--- src/msw_pkg.sv ---
`timescale 1ns / 1ps
// msw_pkg: shared types, codes and reset values of the motion stall watchdog
// depends on nothing

package msw_pkg;

    localparam int CFG_BITS     = 16;
    localparam int CFG_IDX_BITS = 2;
    localparam int JOINT_FIELDS = 6;
    localparam int MODE_BITS    = 2;

    // configuration register indexes
    localparam logic [CFG_IDX_BITS-1:0] CFG_MOTION_EPSILON = 2'd0;
    localparam logic [CFG_IDX_BITS-1:0] CFG_PLAN_TIMEOUT   = 2'd1;
    localparam logic [CFG_IDX_BITS-1:0] CFG_EXEC_GRACE     = 2'd2;
    localparam logic [CFG_IDX_BITS-1:0] CFG_STALL_TIMEOUT  = 2'd3;

    localparam logic [CFG_BITS-1:0] EPSILON_RESET       = 16'd66;
    localparam logic [CFG_BITS-1:0] PLAN_TIMEOUT_RESET  = 16'd1000;
    localparam logic [CFG_BITS-1:0] EXEC_GRACE_RESET    = 16'd200;
    localparam logic [CFG_BITS-1:0] STALL_TIMEOUT_RESET = 16'd300;

    // supervisor modes
    localparam logic [MODE_BITS-1:0] MODE_IDLE = 2'd0;
    localparam logic [MODE_BITS-1:0] MODE_PLAN = 2'd1;
    localparam logic [MODE_BITS-1:0] MODE_EXEC = 2'd2;

    // request kinds
    localparam logic KIND_START = 1'b0;
    localparam logic KIND_POLL  = 1'b1;

    // planner and execution status codes
    localparam logic [1:0] PHASE_PENDING = 2'd0;
    localparam logic [1:0] PHASE_OK      = 2'd1;
    localparam logic [1:0] PHASE_FAILED  = 2'd2;

    // result status codes
    localparam logic [1:0] STATUS_RUNNING = 2'd0;
    localparam logic [1:0] STATUS_SUCCESS = 2'd1;
    localparam logic [1:0] STATUS_FAILURE = 2'd2;

    // failure causes
    localparam logic [2:0] CAUSE_NONE         = 3'd0;
    localparam logic [2:0] CAUSE_PLAN_TIMEOUT = 3'd1;
    localparam logic [2:0] CAUSE_PLAN_FAILED  = 3'd2;
    localparam logic [2:0] CAUSE_EXEC_FAILED  = 3'd3;
    localparam logic [2:0] CAUSE_STALL        = 3'd4;
    localparam logic [2:0] CAUSE_NOT_ACTIVE   = 3'd5;

    typedef struct packed {
        logic [CFG_BITS-1:0] motion_epsilon;
        logic [CFG_BITS-1:0] plan_timeout_ticks;
        logic [CFG_BITS-1:0] exec_grace_ticks;
        logic [CFG_BITS-1:0] stall_timeout_ticks;
    } t_cfg;

    typedef struct packed {
        logic [1:0] status;
        logic [2:0] fail_cause;
        logic       start_exec;
        logic       stop_arm;
        logic       clear_targets;
    } t_result;

    // snapshot store control from the supervisor
    typedef struct packed {
        logic snap_we;
        logic have_we;
        logic have_val;
    } t_snap_ctrl;

endpackage

--- src/motion_stall_watchdog.sv ---
`timescale 1ns / 1ps
// motion_stall_watchdog: top level, request and result registers around the supervisor
// depends on msw_pkg, msw_cfg_regs, msw_motion, msw_ctrl
//
//  channel   direction  handshake                 payload
//  request   in         i_in_valid / o_in_stall   kind, plan/exec status, joints
//  result    out        o_out_valid / i_out_stall status, cause, command pulses
//  config    in         i_cfg_valid / o_cfg_ready i_cfg_index, i_cfg_data
//
// one request per cycle sustained while the result side does not stall
// the request register feeds the supervisor logic, which loads the result register
// a waiting result blocks only once the request register is full: one more request is taken while it is held
// synchronous reset clears control state and restores the threshold defaults

module motion_stall_watchdog import msw_pkg::*; #(
    parameter int JOINT_COUNT = 6,
    parameter int TIMER_BITS  = 16,
    parameter int POS_BITS    = 20
) (
    input  logic                       i_clk,
    input  logic                       i_rst_n,
    input  logic                       i_in_valid,
    output logic                       o_in_stall,
    input  logic                       i_kind,
    input  logic [1:0]                 i_plan_status,
    input  logic [1:0]                 i_exec_status,
    input  logic                       i_joints_valid,
    input  logic signed [POS_BITS-1:0] i_joint_a,
    input  logic signed [POS_BITS-1:0] i_joint_b,
    input  logic signed [POS_BITS-1:0] i_joint_c,
    input  logic signed [POS_BITS-1:0] i_joint_d,
    input  logic signed [POS_BITS-1:0] i_joint_e,
    input  logic signed [POS_BITS-1:0] i_joint_f,
    output logic                       o_out_valid,
    input  logic                       i_out_stall,
    output logic [1:0]                 o_status,
    output logic [2:0]                 o_fail_cause,
    output logic                       o_start_exec,
    output logic                       o_stop_arm,
    output logic                       o_clear_targets,
    input  logic                       i_cfg_valid,
    output logic                       o_cfg_ready,
    input  logic [CFG_IDX_BITS-1:0]    i_cfg_index,
    input  logic [CFG_BITS-1:0]        i_cfg_data
);

    localparam int JOINT_USED = (JOINT_COUNT < JOINT_FIELDS) ? JOINT_COUNT : JOINT_FIELDS;

    logic                       r_in_valid;
    logic                       r_kind;
    logic [1:0]                 r_plan_status;
    logic [1:0]                 r_exec_status;
    logic                       r_joints_valid;
    logic signed [POS_BITS-1:0] r_joint [JOINT_FIELDS];
    logic signed [POS_BITS-1:0] w_joint_in [JOINT_FIELDS];
    logic signed [POS_BITS-1:0] w_joint_used [JOINT_USED];
    logic                       r_out_valid;
    t_result                    r_result;

    logic                 w_accept;
    logic                 w_fire;
    t_cfg                 w_cfg;
    t_result              w_result;
    t_snap_ctrl           w_snap;
    logic                 w_have_last;
    logic                 w_any_diff;
    logic [MODE_BITS-1:0] w_mode;

    assign w_joint_in[0] = i_joint_a;
    assign w_joint_in[1] = i_joint_b;
    assign w_joint_in[2] = i_joint_c;
    assign w_joint_in[3] = i_joint_d;
    assign w_joint_in[4] = i_joint_e;
    assign w_joint_in[5] = i_joint_f;

    for (genvar j = 0; j < JOINT_USED; j++) begin : g_used
        assign w_joint_used[j] = r_joint[j];
    end

    // a held request moves on when the result register is free or draining
    assign w_fire     = r_in_valid && (!r_out_valid || !i_out_stall);
    assign o_in_stall = r_in_valid && !w_fire;
    assign w_accept   = i_in_valid && !o_in_stall;

    always_ff @(posedge i_clk) begin
        if (!i_rst_n) begin
            r_in_valid <= 1'b0;
        end else if (w_accept) begin
            r_in_valid <= 1'b1;
        end else if (w_fire) begin
            r_in_valid <= 1'b0;
        end
    end

    always_ff @(posedge i_clk) begin
        if (w_accept) begin
            r_kind         <= i_kind;
            r_plan_status  <= i_plan_status;
            r_exec_status  <= i_exec_status;
            r_joints_valid <= i_joints_valid;
            for (int j = 0; j < JOINT_FIELDS; j++) begin
                r_joint[j] <= w_joint_in[j];
            end
        end
    end

    always_ff @(posedge i_clk) begin
        if (!i_rst_n) begin
            r_out_valid <= 1'b0;
        end else if (w_fire) begin
            r_out_valid <= 1'b1;
        end else if (!i_out_stall) begin
            r_out_valid <= 1'b0;
        end
    end

    always_ff @(posedge i_clk) begin
        if (w_fire) begin
            r_result <= w_result;
        end
    end

    assign o_cfg_ready = !r_in_valid;

    msw_cfg_regs u_cfg (
        .i_clk   (i_clk),
        .i_rst_n (i_rst_n),
        .i_we    (i_cfg_valid && o_cfg_ready),
        .i_index (i_cfg_index),
        .i_data  (i_cfg_data),
        .o_cfg   (w_cfg)
    );

    msw_motion #(
        .POS_BITS   (POS_BITS),
        .JOINT_USED (JOINT_USED)
    ) u_motion (
        .i_clk       (i_clk),
        .i_rst_n     (i_rst_n),
        .i_joint     (w_joint_used),
        .i_epsilon   (w_cfg.motion_epsilon),
        .i_snap      (w_snap),
        .o_have_last (w_have_last),
        .o_any_diff  (w_any_diff)
    );

    msw_ctrl #(
        .TIMER_BITS (TIMER_BITS)
    ) u_ctrl (
        .i_clk          (i_clk),
        .i_rst_n        (i_rst_n),
        .i_fire         (w_fire),
        .i_kind         (r_kind),
        .i_plan_status  (r_plan_status),
        .i_exec_status  (r_exec_status),
        .i_joints_valid (r_joints_valid),
        .i_have_last    (w_have_last),
        .i_any_diff     (w_any_diff),
        .i_cfg          (w_cfg),
        .o_result       (w_result),
        .o_snap         (w_snap),
        .o_mode         (w_mode)
    );

    assign o_out_valid     = r_out_valid;
    assign o_status        = r_result.status;
    assign o_fail_cause    = r_result.fail_cause;
    assign o_start_exec    = r_result.start_exec;
    assign o_stop_arm      = r_result.stop_arm;
    assign o_clear_targets = r_result.clear_targets;

    a_finish_to_idle: assert property (@(posedge i_clk) disable iff (!i_rst_n)
        (w_fire && w_result.status != STATUS_RUNNING) |=> (w_mode == MODE_IDLE))
        else $error("finished request did not return to idle");

    a_start_to_plan: assert property (@(posedge i_clk) disable iff (!i_rst_n)
        (w_fire && r_kind == KIND_START) |=> (w_mode == MODE_PLAN))
        else $error("start request did not enter planning");

    a_exec_launch: assert property (@(posedge i_clk) disable iff (!i_rst_n)
        (w_fire && w_result.start_exec) |=> (w_mode == MODE_EXEC && o_out_valid))
        else $error("execution launch lost");

    a_stall_held: assert property (@(posedge i_clk)
        o_in_stall |-> (r_in_valid && r_out_valid))
        else $error("request stalled with no result pending");

    a_reset_empty: assert property (@(posedge i_clk)
        !i_rst_n |=> (!o_out_valid && !r_in_valid))
        else $error("pipeline not empty after reset");

endmodule

--- src/msw_cfg_regs.sv ---
`timescale 1ns / 1ps
// msw_cfg_regs: the four threshold registers behind the configuration write port
// depends on msw_pkg

module msw_cfg_regs import msw_pkg::*; (
    input  logic                    i_clk,
    input  logic                    i_rst_n,
    input  logic                    i_we,
    input  logic [CFG_IDX_BITS-1:0] i_index,
    input  logic [CFG_BITS-1:0]     i_data,
    output t_cfg                    o_cfg
);

    t_cfg r_cfg;

    always_ff @(posedge i_clk) begin
        if (!i_rst_n) begin
            r_cfg.motion_epsilon      <= EPSILON_RESET;
            r_cfg.plan_timeout_ticks  <= PLAN_TIMEOUT_RESET;
            r_cfg.exec_grace_ticks    <= EXEC_GRACE_RESET;
            r_cfg.stall_timeout_ticks <= STALL_TIMEOUT_RESET;
        end else if (i_we) begin
            unique case (i_index)
                CFG_MOTION_EPSILON: r_cfg.motion_epsilon      <= i_data;
                CFG_PLAN_TIMEOUT:   r_cfg.plan_timeout_ticks  <= i_data;
                CFG_EXEC_GRACE:     r_cfg.exec_grace_ticks    <= i_data;
                CFG_STALL_TIMEOUT:  r_cfg.stall_timeout_ticks <= i_data;
                default:            r_cfg <= r_cfg;
            endcase
        end
    end

    assign o_cfg = r_cfg;

endmodule

--- src/msw_motion.sv ---
`timescale 1ns / 1ps
// msw_motion: joint snapshot store and per-joint motion compare against epsilon
// depends on msw_pkg

module msw_motion import msw_pkg::*; #(
    parameter int POS_BITS   = 20,
    parameter int JOINT_USED = 6
) (
    input  logic                       i_clk,
    input  logic                       i_rst_n,
    input  logic signed [POS_BITS-1:0] i_joint [JOINT_USED],
    input  logic [CFG_BITS-1:0]        i_epsilon,
    input  t_snap_ctrl                 i_snap,
    output logic                       o_have_last,
    output logic                       o_any_diff
);

    localparam int MAG_BITS = (POS_BITS + 1 > CFG_BITS) ? POS_BITS + 1 : CFG_BITS;

    logic signed [POS_BITS-1:0] r_last [JOINT_USED];
    logic                       r_have_last;
    logic [JOINT_USED-1:0]      w_moved;

    always_comb begin
        logic signed [POS_BITS:0] diff;
        logic        [POS_BITS:0] mag;
        for (int j = 0; j < JOINT_USED; j++) begin
            diff = (POS_BITS + 1)'(i_joint[j]) - (POS_BITS + 1)'(r_last[j]);
            mag  = diff[POS_BITS] ? (POS_BITS + 1)'(-diff) : (POS_BITS + 1)'(diff);
            w_moved[j] = MAG_BITS'(mag) > MAG_BITS'(i_epsilon);
        end
    end

    always_ff @(posedge i_clk) begin
        if (!i_rst_n) begin
            r_have_last <= 1'b0;
        end else if (i_snap.have_we) begin
            r_have_last <= i_snap.have_val;
        end
    end

    always_ff @(posedge i_clk) begin
        if (i_snap.snap_we) begin
            for (int j = 0; j < JOINT_USED; j++) begin
                r_last[j] <= i_joint[j];
            end
        end
    end

    assign o_have_last = r_have_last;
    assign o_any_diff  = |w_moved;

endmodule

--- src/msw_ctrl.sv ---
`timescale 1ns / 1ps
// msw_ctrl: supervisor mode, phase and progress timers, and result decision
// depends on msw_pkg

module msw_ctrl import msw_pkg::*; #(
    parameter int TIMER_BITS = 16
) (
    input  logic                 i_clk,
    input  logic                 i_rst_n,
    input  logic                 i_fire,
    input  logic                 i_kind,
    input  logic [1:0]           i_plan_status,
    input  logic [1:0]           i_exec_status,
    input  logic                 i_joints_valid,
    input  logic                 i_have_last,
    input  logic                 i_any_diff,
    input  t_cfg                 i_cfg,
    output t_result              o_result,
    output t_snap_ctrl           o_snap,
    output logic [MODE_BITS-1:0] o_mode
);

    localparam int CMP_BITS = (TIMER_BITS > CFG_BITS) ? TIMER_BITS : CFG_BITS;

    logic [MODE_BITS-1:0]  r_mode,  n_mode;
    logic [TIMER_BITS-1:0] r_phase, n_phase;
    logic [TIMER_BITS-1:0] r_prog,  n_prog;
    t_result               w_res;
    t_snap_ctrl            w_snap;
    logic [TIMER_BITS-1:0] w_phase_tick;
    logic [TIMER_BITS-1:0] w_prog_tick;
    logic                  w_moved;

    function automatic logic [TIMER_BITS-1:0] sat_inc(input logic [TIMER_BITS-1:0] t);
        return (&t) ? t : t + TIMER_BITS'(1);
    endfunction

    assign w_phase_tick = sat_inc(r_phase);
    assign w_prog_tick  = sat_inc(r_prog);
    // first snapshot counts as motion, missing joints as none
    assign w_moved = i_joints_valid && (!i_have_last || i_any_diff);

    always_comb begin
        n_mode  = r_mode;
        n_phase = r_phase;
        n_prog  = r_prog;
        w_res   = '0;
        w_snap  = '0;
        if (i_kind == KIND_START) begin
            n_mode  = MODE_PLAN;
            n_phase = '0;
            n_prog  = '0;
        end else begin
            unique case (r_mode)
                MODE_PLAN: begin
                    n_phase = w_phase_tick;
                    if (CMP_BITS'(w_phase_tick) > CMP_BITS'(i_cfg.plan_timeout_ticks)) begin
                        w_res.status        = STATUS_FAILURE;
                        w_res.fail_cause    = CAUSE_PLAN_TIMEOUT;
                        w_res.clear_targets = 1'b1;
                        n_mode              = MODE_IDLE;
                    end else if (i_plan_status == PHASE_OK) begin
                        w_res.start_exec = 1'b1;
                        n_phase          = '0;
                        n_prog           = '0;
                        w_snap.snap_we   = i_joints_valid;
                        w_snap.have_we   = 1'b1;
                        w_snap.have_val  = i_joints_valid;
                        n_mode           = MODE_EXEC;
                    end else if (i_plan_status == PHASE_FAILED) begin
                        w_res.status     = STATUS_FAILURE;
                        w_res.fail_cause = CAUSE_PLAN_FAILED;
                        n_mode           = MODE_IDLE;
                    end
                end
                MODE_EXEC: begin
                    n_phase = w_phase_tick;
                    n_prog  = w_prog_tick;
                    if (i_exec_status == PHASE_OK) begin
                        w_res.status = STATUS_SUCCESS;
                        n_mode       = MODE_IDLE;
                    end else if (i_exec_status == PHASE_FAILED) begin
                        w_res.status     = STATUS_FAILURE;
                        w_res.fail_cause = CAUSE_EXEC_FAILED;
                        n_mode           = MODE_IDLE;
                    end else begin
                        w_snap.snap_we  = i_joints_valid;
                        w_snap.have_we  = i_joints_valid;
                        w_snap.have_val = 1'b1;
                        if (w_moved) begin
                            n_prog = '0;
                        end
                        if ((CMP_BITS'(w_phase_tick) > CMP_BITS'(i_cfg.exec_grace_ticks)) &&
                            (CMP_BITS'(n_prog) > CMP_BITS'(i_cfg.stall_timeout_ticks))) begin
                            w_res.status     = STATUS_FAILURE;
                            w_res.fail_cause = CAUSE_STALL;
                            w_res.stop_arm   = 1'b1;
                            n_mode           = MODE_IDLE;
                        end
                    end
                end
                default: begin
                    w_res.status     = STATUS_FAILURE;
                    w_res.fail_cause = CAUSE_NOT_ACTIVE;
                    n_mode           = MODE_IDLE;
                end
            endcase
        end
    end

    always_ff @(posedge i_clk) begin
        if (!i_rst_n) begin
            r_mode  <= MODE_IDLE;
            r_phase <= '0;
            r_prog  <= '0;
        end else if (i_fire) begin
            r_mode  <= n_mode;
            r_phase <= n_phase;
            r_prog  <= n_prog;
        end
    end

    assign o_result = w_res;
    assign o_snap   = i_fire ? w_snap : '0;
    assign o_mode   = r_mode;

endmodule
--- config.mk ---
export PLATFORM = sky130hd
export DESIGN_NAME = motion_stall_watchdog
export DESIGN_NICKNAME = d
export VERILOG_FILES = /design/src/msw_pkg.sv /design/src/motion_stall_watchdog.sv /design/src/msw_cfg_regs.sv /design/src/msw_motion.sv /design/src/msw_ctrl.sv
export SDC_FILE = /design/constraint.sdc
export NUM_CORES = 1
export LEC_CHECK = 0
export BUFFER_PORTS_ARGS = -buffer_cell sky130_fd_sc_hd__buf_2
export CORE_UTILIZATION = 40
export DETAILED_ROUTE_END_ITERATION = 10
export SLEW_MARGIN = 20
export SYNTH_ARGS = -nofsm -noshare
export SYNTH_HDL_FRONTEND = slang
export SYNTH_SLANG_ARGS = --single-unit
--- constraint.sdc ---
create_clock -name i_clk -period 10 [get_ports i_clk]
set_clock_uncertainty 0.15 [all_clocks]
set_input_delay 0.5 -clock i_clk [delete_from_list [all_inputs] [get_ports i_clk]]
set_output_delay 0.5 -clock i_clk [all_outputs]
set_load 0.01 [all_outputs]
==> results of run 1 <==
[metal layers]
| layer | share of wire, % | vias up | wire [um] | track usage [%] |
|---|---|---|---|---|
| met3 | 4.7 | 130 | 3200 | 2.65 |
| met5 | 0 | - | 0 | 0 |
| met1 | 46 | 10400 | 31300 | 26.3 |
| met4 | 3.8 | 0 | 2600 | 8.23 |
| met2 | 45 | 505 | 30600 | 33.4 |
| li1 | - | 11100 | - | - |
[power groups by stage]
stage               Sequential (mW)  Combinational [mW]  Clock, mW
global placement               1.68               0.734          0
CTS                            1.65               0.797       1.58
global route                   1.65               0.899       1.63
detailed placement             1.68               0.754          0
finish                         1.65               0.800       1.53
floorplan                      1.67               0.552          0
[registers in the layout (all words and copies together) (netlist names)]
register              count
r_joint                 120
u_motion.r_last         120
u_cfg.o_cfg              64
u_ctrl.r_phase           16
u_ctrl.r_prog            16
o_fail_cause              3
o_status                  2
r_exec_status             2
r_plan_status             2
u_ctrl.o_mode             2
o_clear_targets           1
o_out_valid               1
o_start_exec              1
o_stop_arm                1
r_in_valid                1
r_joints_valid            1
r_kind                    1
u_motion.o_have_last      1
[worst min path at each step]
| stage | start | endpoint | depth (start not counted) |
|---|---|---|---|
| 3_3_place_gp | r_joint[0][0] | u_motion.r_last[0][0] | 0 |
| 3_5_place_dp | r_joint[2][0] | u_motion.r_last[2][0] | 0 |
| 6_report | i_out_stall | o_out_valid | 3 |
| 4_1_cts | i_out_stall | o_out_valid | 3 |
| 2_1_floorplan | r_joint[0][0] | u_motion.r_last[0][0] | 0 |
| 5_1_grt | i_cfg_data[8] | u_cfg.o_cfg[56] | 3 |
[stage by stage]
stage          setup slack, ps  util [%]  cells  instance area (um^2)  hold WS [ps]
2_1_floorplan             2420         -   2889                 26200           276
3_3_place_gp              1340      43.1   3822                 27900           286
3_5_place_dp              1060      43.1   3822                 27900           288
4_1_cts                   1010      47.3   4029                 30500          43.4
5_1_grt                    186      47.3   4029                 30500          79.4
6_report                   971      47.3   4029                 30500          73.7
[cells in the mapped netlist (31+ instances only)]
library cell | number | share of area (%)
a211oi_1 | 33 | 0.94
a21boi_0 | 60 | 1.7
a21o_1 | 48 | 1.4
a21oi_1 | 205 | 3.9
a31oi_1 | 38 | 0.91
and2_1 | 36 | 0.86
and3_1 | 32 | 0.76
clkbuf_1 | 89 | 1.3
dfxtp_1 | 101 | 7.7
edfxtp_1 | 254 | 29
ha_1 | 279 | 13
inv_1 | 231 | 3.3
nand2_1 | 318 | 4.5
nand3_1 | 71 | 1.4
nand4_1 | 59 | 1.4
nor2_1 | 154 | 2.2
nor2b_1 | 55 | 1.3
nor3_1 | 53 | 1.0
o211ai_1 | 39 | 1.1
o21a_1 | 38 | 1.1
o21ai_0 | 128 | 2.4
or3_1 | 31 | 0.74
xnor2_1 | 100 | 3.3
xor2_1 | 68 | 2.3
[worst max-delay path: cells and delay by family, from the launching register on]
kind	cells	cell delay, ps
buf+inv	2	240
mux	1	230
fa+ha+maj	4	1100
compound gates	16	3620
xor+xnor	1	130
simple gates	15	3080
flops	1	360
[kinds of logic (layout without fill, tap and decap cells)]
kind of cell	Yosys count	after routing	share of synthesized area (%)
AND/OR/NAND/NOR	945	945	18.1
multiplexers	24	24	0.954
flip-flops	355	355	36.8
AO/OA/AOI/OAI	786	786	20.0
adder cells (fa/ha/maj)	285	285	13.8
XOR/XNOR	168	168	5.61
buffers and inverters	326	611	4.72
[cells in the final DEF (no fill, tap or decap), types with 60 or more instances in the layout]
cell           Yosys  final
a21oi_1          205    205
inv_1            231    231
buf_2              5    159
edfxtp_1         254    254
dfxtp_1          101    101
nand3_1           71     71
a21boi_0          60     60
nand2_1          318    318
xnor2_1          100    100
ha_1             279    279
o21ai_0          128    128
nor2_1           154    153
dlygate4sd3_1      0    127
xor2_1            68     68
[final cells by class]
class | count | area (um^2) | share of cell area [%]
multi-input cells | 2208 | 15400 | 50.4
clock inverters | 22 | 194 | 0.635
well taps | 855 | 1070 | 3.50
inverters | 231 | 867 | 2.84
clock buffers | 58 | 1190 | 3.91
flip-flops and latches | 355 | 9650 | 31.6
repair buffers | 300 | 2170 | 7.11
==> flow_summary.yaml, run 1 <==
run_status:
  status: "completed"
die:
  coreArea_um2: 64600
  initial_core_util_pct: 40.6
  dieArea_um2: 66600
  die-height_um: 258
  die_width_um: 258
  io_pins: 160
  rows: 93
synth:
  yosysWarnings: 0
  synth_edf_count: 254
  synth_ff_type: "edfxtp_1"
  post_synth_num_cell_types: 95
  yosysSeqAreaShare_pct: 36.8
  syn_nets: 3323
  syn-cell-area_um2: 26200
  synthCells: 2889
  yosys_register_bits: 355
  syn_avg_cell_area_um2: 9.08
  synthArstFlopShare_pct: 0
power_and_ir_drop:
  p_switching_mw: 1.14
  combPwrFrac_pct: 20.1
  clkPwrFrac_pct: 38.4
  switching_share_pct: 28.6
  total_power_mw: 3.98
  pwr-share-seq_pct: 41.5
  cellPowerDensity_nw_per_um2: 130
  power.leakage_nw: 12.2
  peakVddDrop_v: 0.000139
  power.internal_mw: 2.84
clock_tree:
  clockBufferDepth: 3
  cts.reportedPaths.clkPinSlew_ps: 60
  clock_latency_ps: 590
  cts_hold_buf: 127
  cts_tree: "yes"
  clock-sinks: 355
  post_cts_resized: 0
  cts-root-buf: "clkbuf_16"
  cts_buffers: 44
  h-tree-depth: 2
  post_cts_buffers: 0
setup_path:
  r2r_cells: 39
  start_kind: "flip-flop"
  slowest_delay_ps: 580
  regToRegSetupSlack_ps: 970
  path_max_fanout: 16
  cp.arrival_ps: 9360
  cp-end-kind: "flip-flop"
  worstReg2RegEnd: "u_ctrl.o_mode[1]"
  crit_path_start: "r_joint[2][0]"
  slowest_stage: "or4b_1"
  crit_required_ps: 10330
  worstReg2RegStart: "r_joint[2][0]"
  critPathKind: "reg -> reg"
  crit_end: "u_ctrl.o_mode[1]"
finish:
  area.growth.synth_to_final_pct: 16.4
  num-nets-final: 3574
  drive_gt1_share_pct: 9.23
  insertedDiodeCount: 0
  fill_cells: 6118
timing:
  finalMaxSlewViolations: 0
  setup_viol: 0
  fmax_mhz: 111
  fin_setup_tns_ps: 0
  grt_setup_unrepaired: "no"
  worst_slew_margin_rel_pct: 30.1
  tightest_slew_ps: 1040
  final-hold-violation-count: 0
  fin_crit_ps: 9030
  fin_crit_sh_pct: 90.3
job:
  max_cap_viol_count: 0
global_route:
  grt_first_pass_wirelength_um: 110000
  grt_max_degree: 88
  grt_usage_pct: 20.1
  grt_pass1_vias: 21600
  antenna_found_initial: 0
  grt-ovfl-total: 0
detailed_routing:
  wl_per_cell_um: 16.8
  totalWireLength_um: 67700
  drc: 0
  drt_iter0_markers: 1285
  firstDrtPassIters: 6
  vias: 22100
  ant_nets: 0
  viasPerCell: 5.49
placement:
  portBuffers: 159
  place_hpwl_um: 50700
  place.gp.congestion: 0.904
worst_hold_path:
  hp-class: "in -> reg"
(Power assumes the default switching activity.)
==> run 2: changes to the inputs <==
Clock period 10 ns to 7.6 ns, I/O delays scaled along.
==> run 2 against run 1 <==
The flow now finishes with violations (setup timing); sequential power grew 32%; non-clock buffer count grew 370; total power grew 37%; die area is the same; via count up 6.3%; register-to-register slack worse by 1000 ps; sequential share of layout area is 3.1 points lower; final area increased by 11%; worst hold slack better by 130 ps; highest routed layer unchanged.
==> flow_summary.yaml, run 2 (synthesis results as in run 1) <==
finish:
  layout_common_cells: "buf_4, nand2_1, ha_1"
  insertedDiodeCount: 0
  fill_cells: 5910
  area.growth.synth_to_final_pct: 29.0
  drive_gt1_share_pct: 20.3
  layout_commonest_cell: "buf_4"
  num-nets-final: 3943
setup_path:
  start_kind: "flip-flop"
  slowest_stage: "or3_4"
  path_common_cell: "buf_6"
  critPathKind: "reg -> reg"
  crit_required_ps: 7930
  path_max_fanout: 7
  cp-end-kind: "flip-flop"
  cp.arrival_ps: 7990
  path_delay_family: "compound AO/OA/AOI/OAI gates"
  worstPathBufferInverterCount: 6
  slowest_delay_ps: 440
die:
  coreArea_um2: 64600
  die-height_um: 258
  io_pins: 160
  initial_core_util_pct: 40.6
  dieArea_um2: 66600
  rows: 93
  die_width_um: 258
placement:
  place.gp.congestion: 0.890
  place_hpwl_um: 55200
  portBuffers: 159
  dp_slack_ps: -750
timing:
  tightest_slew_ps: 1030
  finalMaxSlewViolations: 0
  grt_setup_unrepaired: "yes"
  fin_crit_ps: 7660
  fin_hold_ws_ps: 200
  setup_viol: 1
  fin_crit_sh_pct: 101
  worst_slew_margin_rel_pct: 31.1
  fmax_mhz: 131
  fin_ws_ps: -60.1
  final-hold-violation-count: 0
  fin_setup_tns_ps: -60.1
detailed_routing:
  viasPerCell: 5.35
  drt_iter0_markers: 1269
  totalWireLength_um: 73300
  firstDrtPassIters: 5
  wl_per_cell_um: 16.7
  vias: 23500
  drc: 0
  ant_nets: 0
global_route:
  antenna_found_initial: 0
  gr-usage-met1_pct: 27.7
  grt_max_degree: 127
  grt_first_pass_wirelength_um: 117000
  gr-usage-met2_pct: 38.0
  met3_usage_pct: 2.69
  grt_pass1_vias: 23400
  top_usage_layer: "met2"
  grt_usage_pct: 21.6
  grt-ovfl-total: 0
clock_tree:
  cts.reportedPaths.clkPinSlew_ps: 50
  clockBufferDepth: 3
  cts_tree: "yes"
  clock_latency_ps: 590
  cts_buffers: 43
  cts-root-buf: "clkbuf_16"
  clock-sinks: 355
  h-tree-depth: 2
job:
  max_cap_viol_count: 0
power_and_ir_drop:
  peakVddDrop_v: 0.000168
  cellPowerDensity_nw_per_um2: 160
  power.leakage_nw: 14.1
run_status:
  status: "complete, but fails checks"
  violations: "setup timing"
worst_hold_path:
  hp-class: "in -> reg"
==> run 2: changes by cell type in the layout (fill, tap and decap cells not counted), sizes merged <==
cell         before  now
bufinv            1    2
clkinvlp          2    1
dlygate4sd3     127  144
buf             173  526
inv             234  239
clkbuf           58   53
==> run 2: report_power, final <==
| group | switching [mW] | internal (mW) | total, mW |
|---|---|---|---|
| combinational | 0.676 | 0.602 | 1.28 |
| sequential | 0.0329 | 2.14 | 2.17 |
| clock | 0.851 | 1.13 | 1.98 |
==> run 2: area by class of cell <==
type                    count  area [um^2]  share of cell area, %
clock buffers              53         1120                   3.32
repair buffers            670         5030                   14.9
flip-flops and latches    355         9650                   28.5
well taps                 855         1070                   3.16
inverters                 231          867                   2.56
clock inverters            27          229                  0.676
multi-input cells        2208        15900                   46.9
==> run 2: repair_timing <==
item	4_1_cts	5_1_grt
hold buffers	144	0
setup buffers	4	11
hold endpoints to repair	190	0
gates resized for setup	53	64
cloned	0	1
setup endpoints to repair	5	5
pin swaps	18	40
==> run 2: layer usage <==
| layer | vias to the layer above | wire length (um) |
|---|---|---|
| li1 | 11900 | - |
| met1 | 11100 | 34200 |
| met2 | 393 | 35100 |
| met3 | 94 | 2300 |
| met4 | 0 | 1740 |
| met5 | - | 0 |
==> run 2: path summary, 6_finish.rpt <==
| kind | start | to | slack, ps | cells after the start |
|---|---|---|---|---|
| min reg2reg | r_joint[1][10] | u_motion.r_last[1][10] | 300 | 0 |
| min | i_cfg_index[1] | u_cfg.o_cfg[51] | 200 | 4 |
| max reg2reg | r_joint[5][0] | u_ctrl.o_mode[1] | -60 | 41 |
| max | r_joint[5][0] | u_ctrl.o_mode[1] | -60 | 41 |
==> run 2: worst min-delay path: stages <==
cell and delay, ps:
buf_2 160, nor3_2 170, nand2_1 100, a21boi_0 70
==> run 2: metrics by stage <==
stage,util [%],instance area (um^2),instances,total power [mW]
global placement,47.1,30400,4159,3.34
floorplan,-,26200,2889,2.93
CTS,51.9,33500,4387,5.47
detailed placement,47.1,30400,4159,3.37
global route,52.4,33900,4399,5.72
finish,52.4,33900,4399,5.43
==> run 3: changes to the inputs <==
Settings changed: CORE_ASPECT_RATIO set to 1.2, PLACE_DENSITY set to 0.69, SYNTH_HIERARCHICAL set to 1.
==> run 3 against run 2 <==
The run still ends with setup timing left; flip-flop and latch count unchanged; worst hold slack worse by 170 ps; cell count down 1.3%; clock power up 5%; core utilization down 1.6 points; routed wire length down 1.9%; synthesized cell count about the same; sequential power about the same; critical path type unchanged.
==> flow_summary.yaml, run 3 <==
detailed_routing:
  ant_nets: 0
  drt_iter0_markers: 1132
  totalWireLength_um: 71900
  firstDrtPassIters: 6
  wl_per_cell_um: 16.6
  drc: 0
  vias: 23200
  viasPerCell: 5.34
power_and_ir_drop:
  power.leakage_nw: 14.2
  cellPowerDensity_nw_per_um2: 163
  peakVddDrop_v: 0.000279
  pwr-share-seq_pct: 39.7
  power.internal_mw: 3.94
  p_switching_mw: 1.52
  clkPwrFrac_pct: 38.0
  combPwrFrac_pct: 22.3
  switching_share_pct: 27.9
worst_hold_path:
  hp-class: "in -> reg"
synth:
  yosys_register_bits: 355
  yosysMostFrequentCell: "ha_1"
  yosys.area.top_type_share_pct: 28.4
  synth_ff_type: "edfxtp_1"
  synth_area_leaders: "edfxtp_1, ha_1, dfxtp_1, inv_1, nand2_1"
  yosysWarnings: 6
  synth_common_cells: "ha_1, inv_1, edfxtp_1"
  syn_avg_cell_area_um2: 9.29
  synthCells: 2890
  yosysSeqAreaShare_pct: 35.9
  post_synth_num_cell_types: 123
  yosys.area.top_type: "edfxtp_1"
  synth_edf_count: 254
  syn_nets: 3324
  synthArstFlopShare_pct: 0
  syn-cell-area_um2: 26900
setup_path:
  regToRegSetupSlack_ps: -110
  path_max_fanout: 6
  worstPathBufferInverterCount: 5
  critPathKind: "reg -> reg"
  slowest_delay_ps: 560
  start_kind: "flip-flop"
  path_delay_family: "simple AND/OR/NAND/NOR gates"
  crit_required_ps: 7910
  cp-end-kind: "flip-flop"
  slowest_stage: "or4_4"
  cp.arrival_ps: 8010
clock_tree:
  cts-root-buf: "clkbuf_16"
  clock_latency_ps: 570
  cts_tree: "yes"
  cts.reportedPaths.clkPinSlew_ps: 60
  h-tree-depth: 2
  clock-sinks: 355
  cts_buffers: 40
  clockBufferDepth: 3
timing:
  final-hold-violation-count: 0
  tightest_slew_ps: 918
  finalMaxSlewViolations: 0
  worst_slew_margin_rel_pct: 38.8
  grt_setup_unrepaired: "yes"
  setup_viol: 4
  fmax_mhz: 130
  fin_crit_ps: 7710
  fin_hold_ws_ps: 30.7
  fin_crit_sh_pct: 101
  fin_ws_ps: -105
global_route:
  grt_max_degree: 121
  grt-ovfl-total: 0
  grt_pass1_vias: 22700
  grt_usage_pct: 20.6
  grt_first_pass_wirelength_um: 114000
  antenna_found_initial: 1
finish:
  multi_input_area_um2: 16100
  drive_gt1_share_pct: 19.0
  fill_cells: 6074
  layout_common_cells: "buf_4, ha_1, inv_1"
  layout_commonest_cell: "buf_4"
  num-nets-final: 3851
  area.growth.synth_to_final_pct: 25.1
  register_area_um2: 9650
run_status:
  violations: "setup timing"
  status: "complete, but fails checks"
die:
  die_width_um: 239
  rows: 103
  io_pins: 160
  die-height_um: 286
  dieArea_um2: 68200
  coreArea_um2: 66100
  initial_core_util_pct: 40.6
placement:
  dp_slack_ps: -740
  place_hpwl_um: 52000
  place.gp.congestion: 0.885
  portBuffers: 159
job:
  max_cap_viol_count: 0
## run 3: changes by cell type in the layout (fill, tap and decap cells not counted), sizes merged, moves of 23 or more
cell and delta:
buf -78, nand2 -66, mux2i +59, a21boi -53
inv +25, a21oi -23
## run 3: layer usage
| metal | track usage [%] | part of all wire (%) |
|---|---|---|
| met4 | 7.84 | 3.6 |
| met2 | 37.3 | 50 |
| met5 | 0 | 0 |
| met1 | 24.9 | 43 |
| met3 | 2.51 | 3.6 |
## run 3: power by group through the flow
stage               Sequential (mW)  Combinational (mW)  Clock (mW)
floorplan                      2.20               0.741           0
global placement               2.21                1.10           0
detailed placement             2.21                1.12           0
CTS                            2.17                1.19        2.14
global route                   2.18                1.35        2.21
finish                         2.17                1.22        2.08
## run 3: metrics by stage
step	utilization [%]	setup TNS, ps	cells	area [um^2]	total power, mW
after floorplan	-	0	2890	26900	2.94
after global placement	46.0	-2050	4122	30400	3.31
after detailed placement	46.0	-3280	4122	30400	3.33
after CTS	50.4	-64.2	4336	33300	5.49
after global routing	50.8	-1690	4341	33600	5.73
final	50.8	-220	4343	33600	5.46
## run 3: layout make-up
class	instances	share of cell area [%]
Clock buffer	53	3.37
Inverter	260	2.91
Sequential cell	355	28.7
Timing Repair Buffer	582	12.9
Multi-Input combinational cell	2178	47.9
Antenna cell	2	0.0149
Clock inverter	21	0.775
Tap cell	892	3.32
## run 3: final timing paths
kind	start	end	cells past startpoint
max	r_joint[4][0]	u_ctrl/o_mode[0]	34
min	i_cfg_data[9]	u_cfg/o_cfg[41]	3
max reg2reg	r_joint[4][0]	u_ctrl/o_mode[0]	34
min reg2reg	r_joint[5][0]	u_motion/r_last[5][0]	0
## run 3: kinds of logic (layout without fill, tap and decap cells)
| group | after synthesis | in the layout | share of synthesized area (%) |
|---|---|---|---|
| DFF | 355 | 355 | 35.9 |
| muxes | 77 | 77 | 2.88 |
| other | 0 | 2 | 0 |
| buffers and inverters | 357 | 916 | 5.61 |
| AOI/OAI and AO/OA | 707 | 707 | 18.0 |
| and+or+nand+nor | 936 | 936 | 18.5 |
| adders and majority gates | 285 | 285 | 13.4 |
| xor gates and xnor gates | 173 | 173 | 5.64 |
## run 3: worst reg2reg max path, delay by kind of cell (launching register included)
family,cells,cell delay (ps)
compound gates,12,2340
xor+xnor,1,70
fa+ha+maj,4,960
buf+inv,5,600
flops,1,400
simple gates,12,3060
## run 3: repair_timing
item                                    4_1_cts  5_1_grt
cloned                                        1        0
resized for setup                            33       52
endpoints found under the setup margin        5        5
hold endpoints to repair                    148        0
pin swaps                                    20       20
buffers inserted                              5        5
hold buffers                                134        0
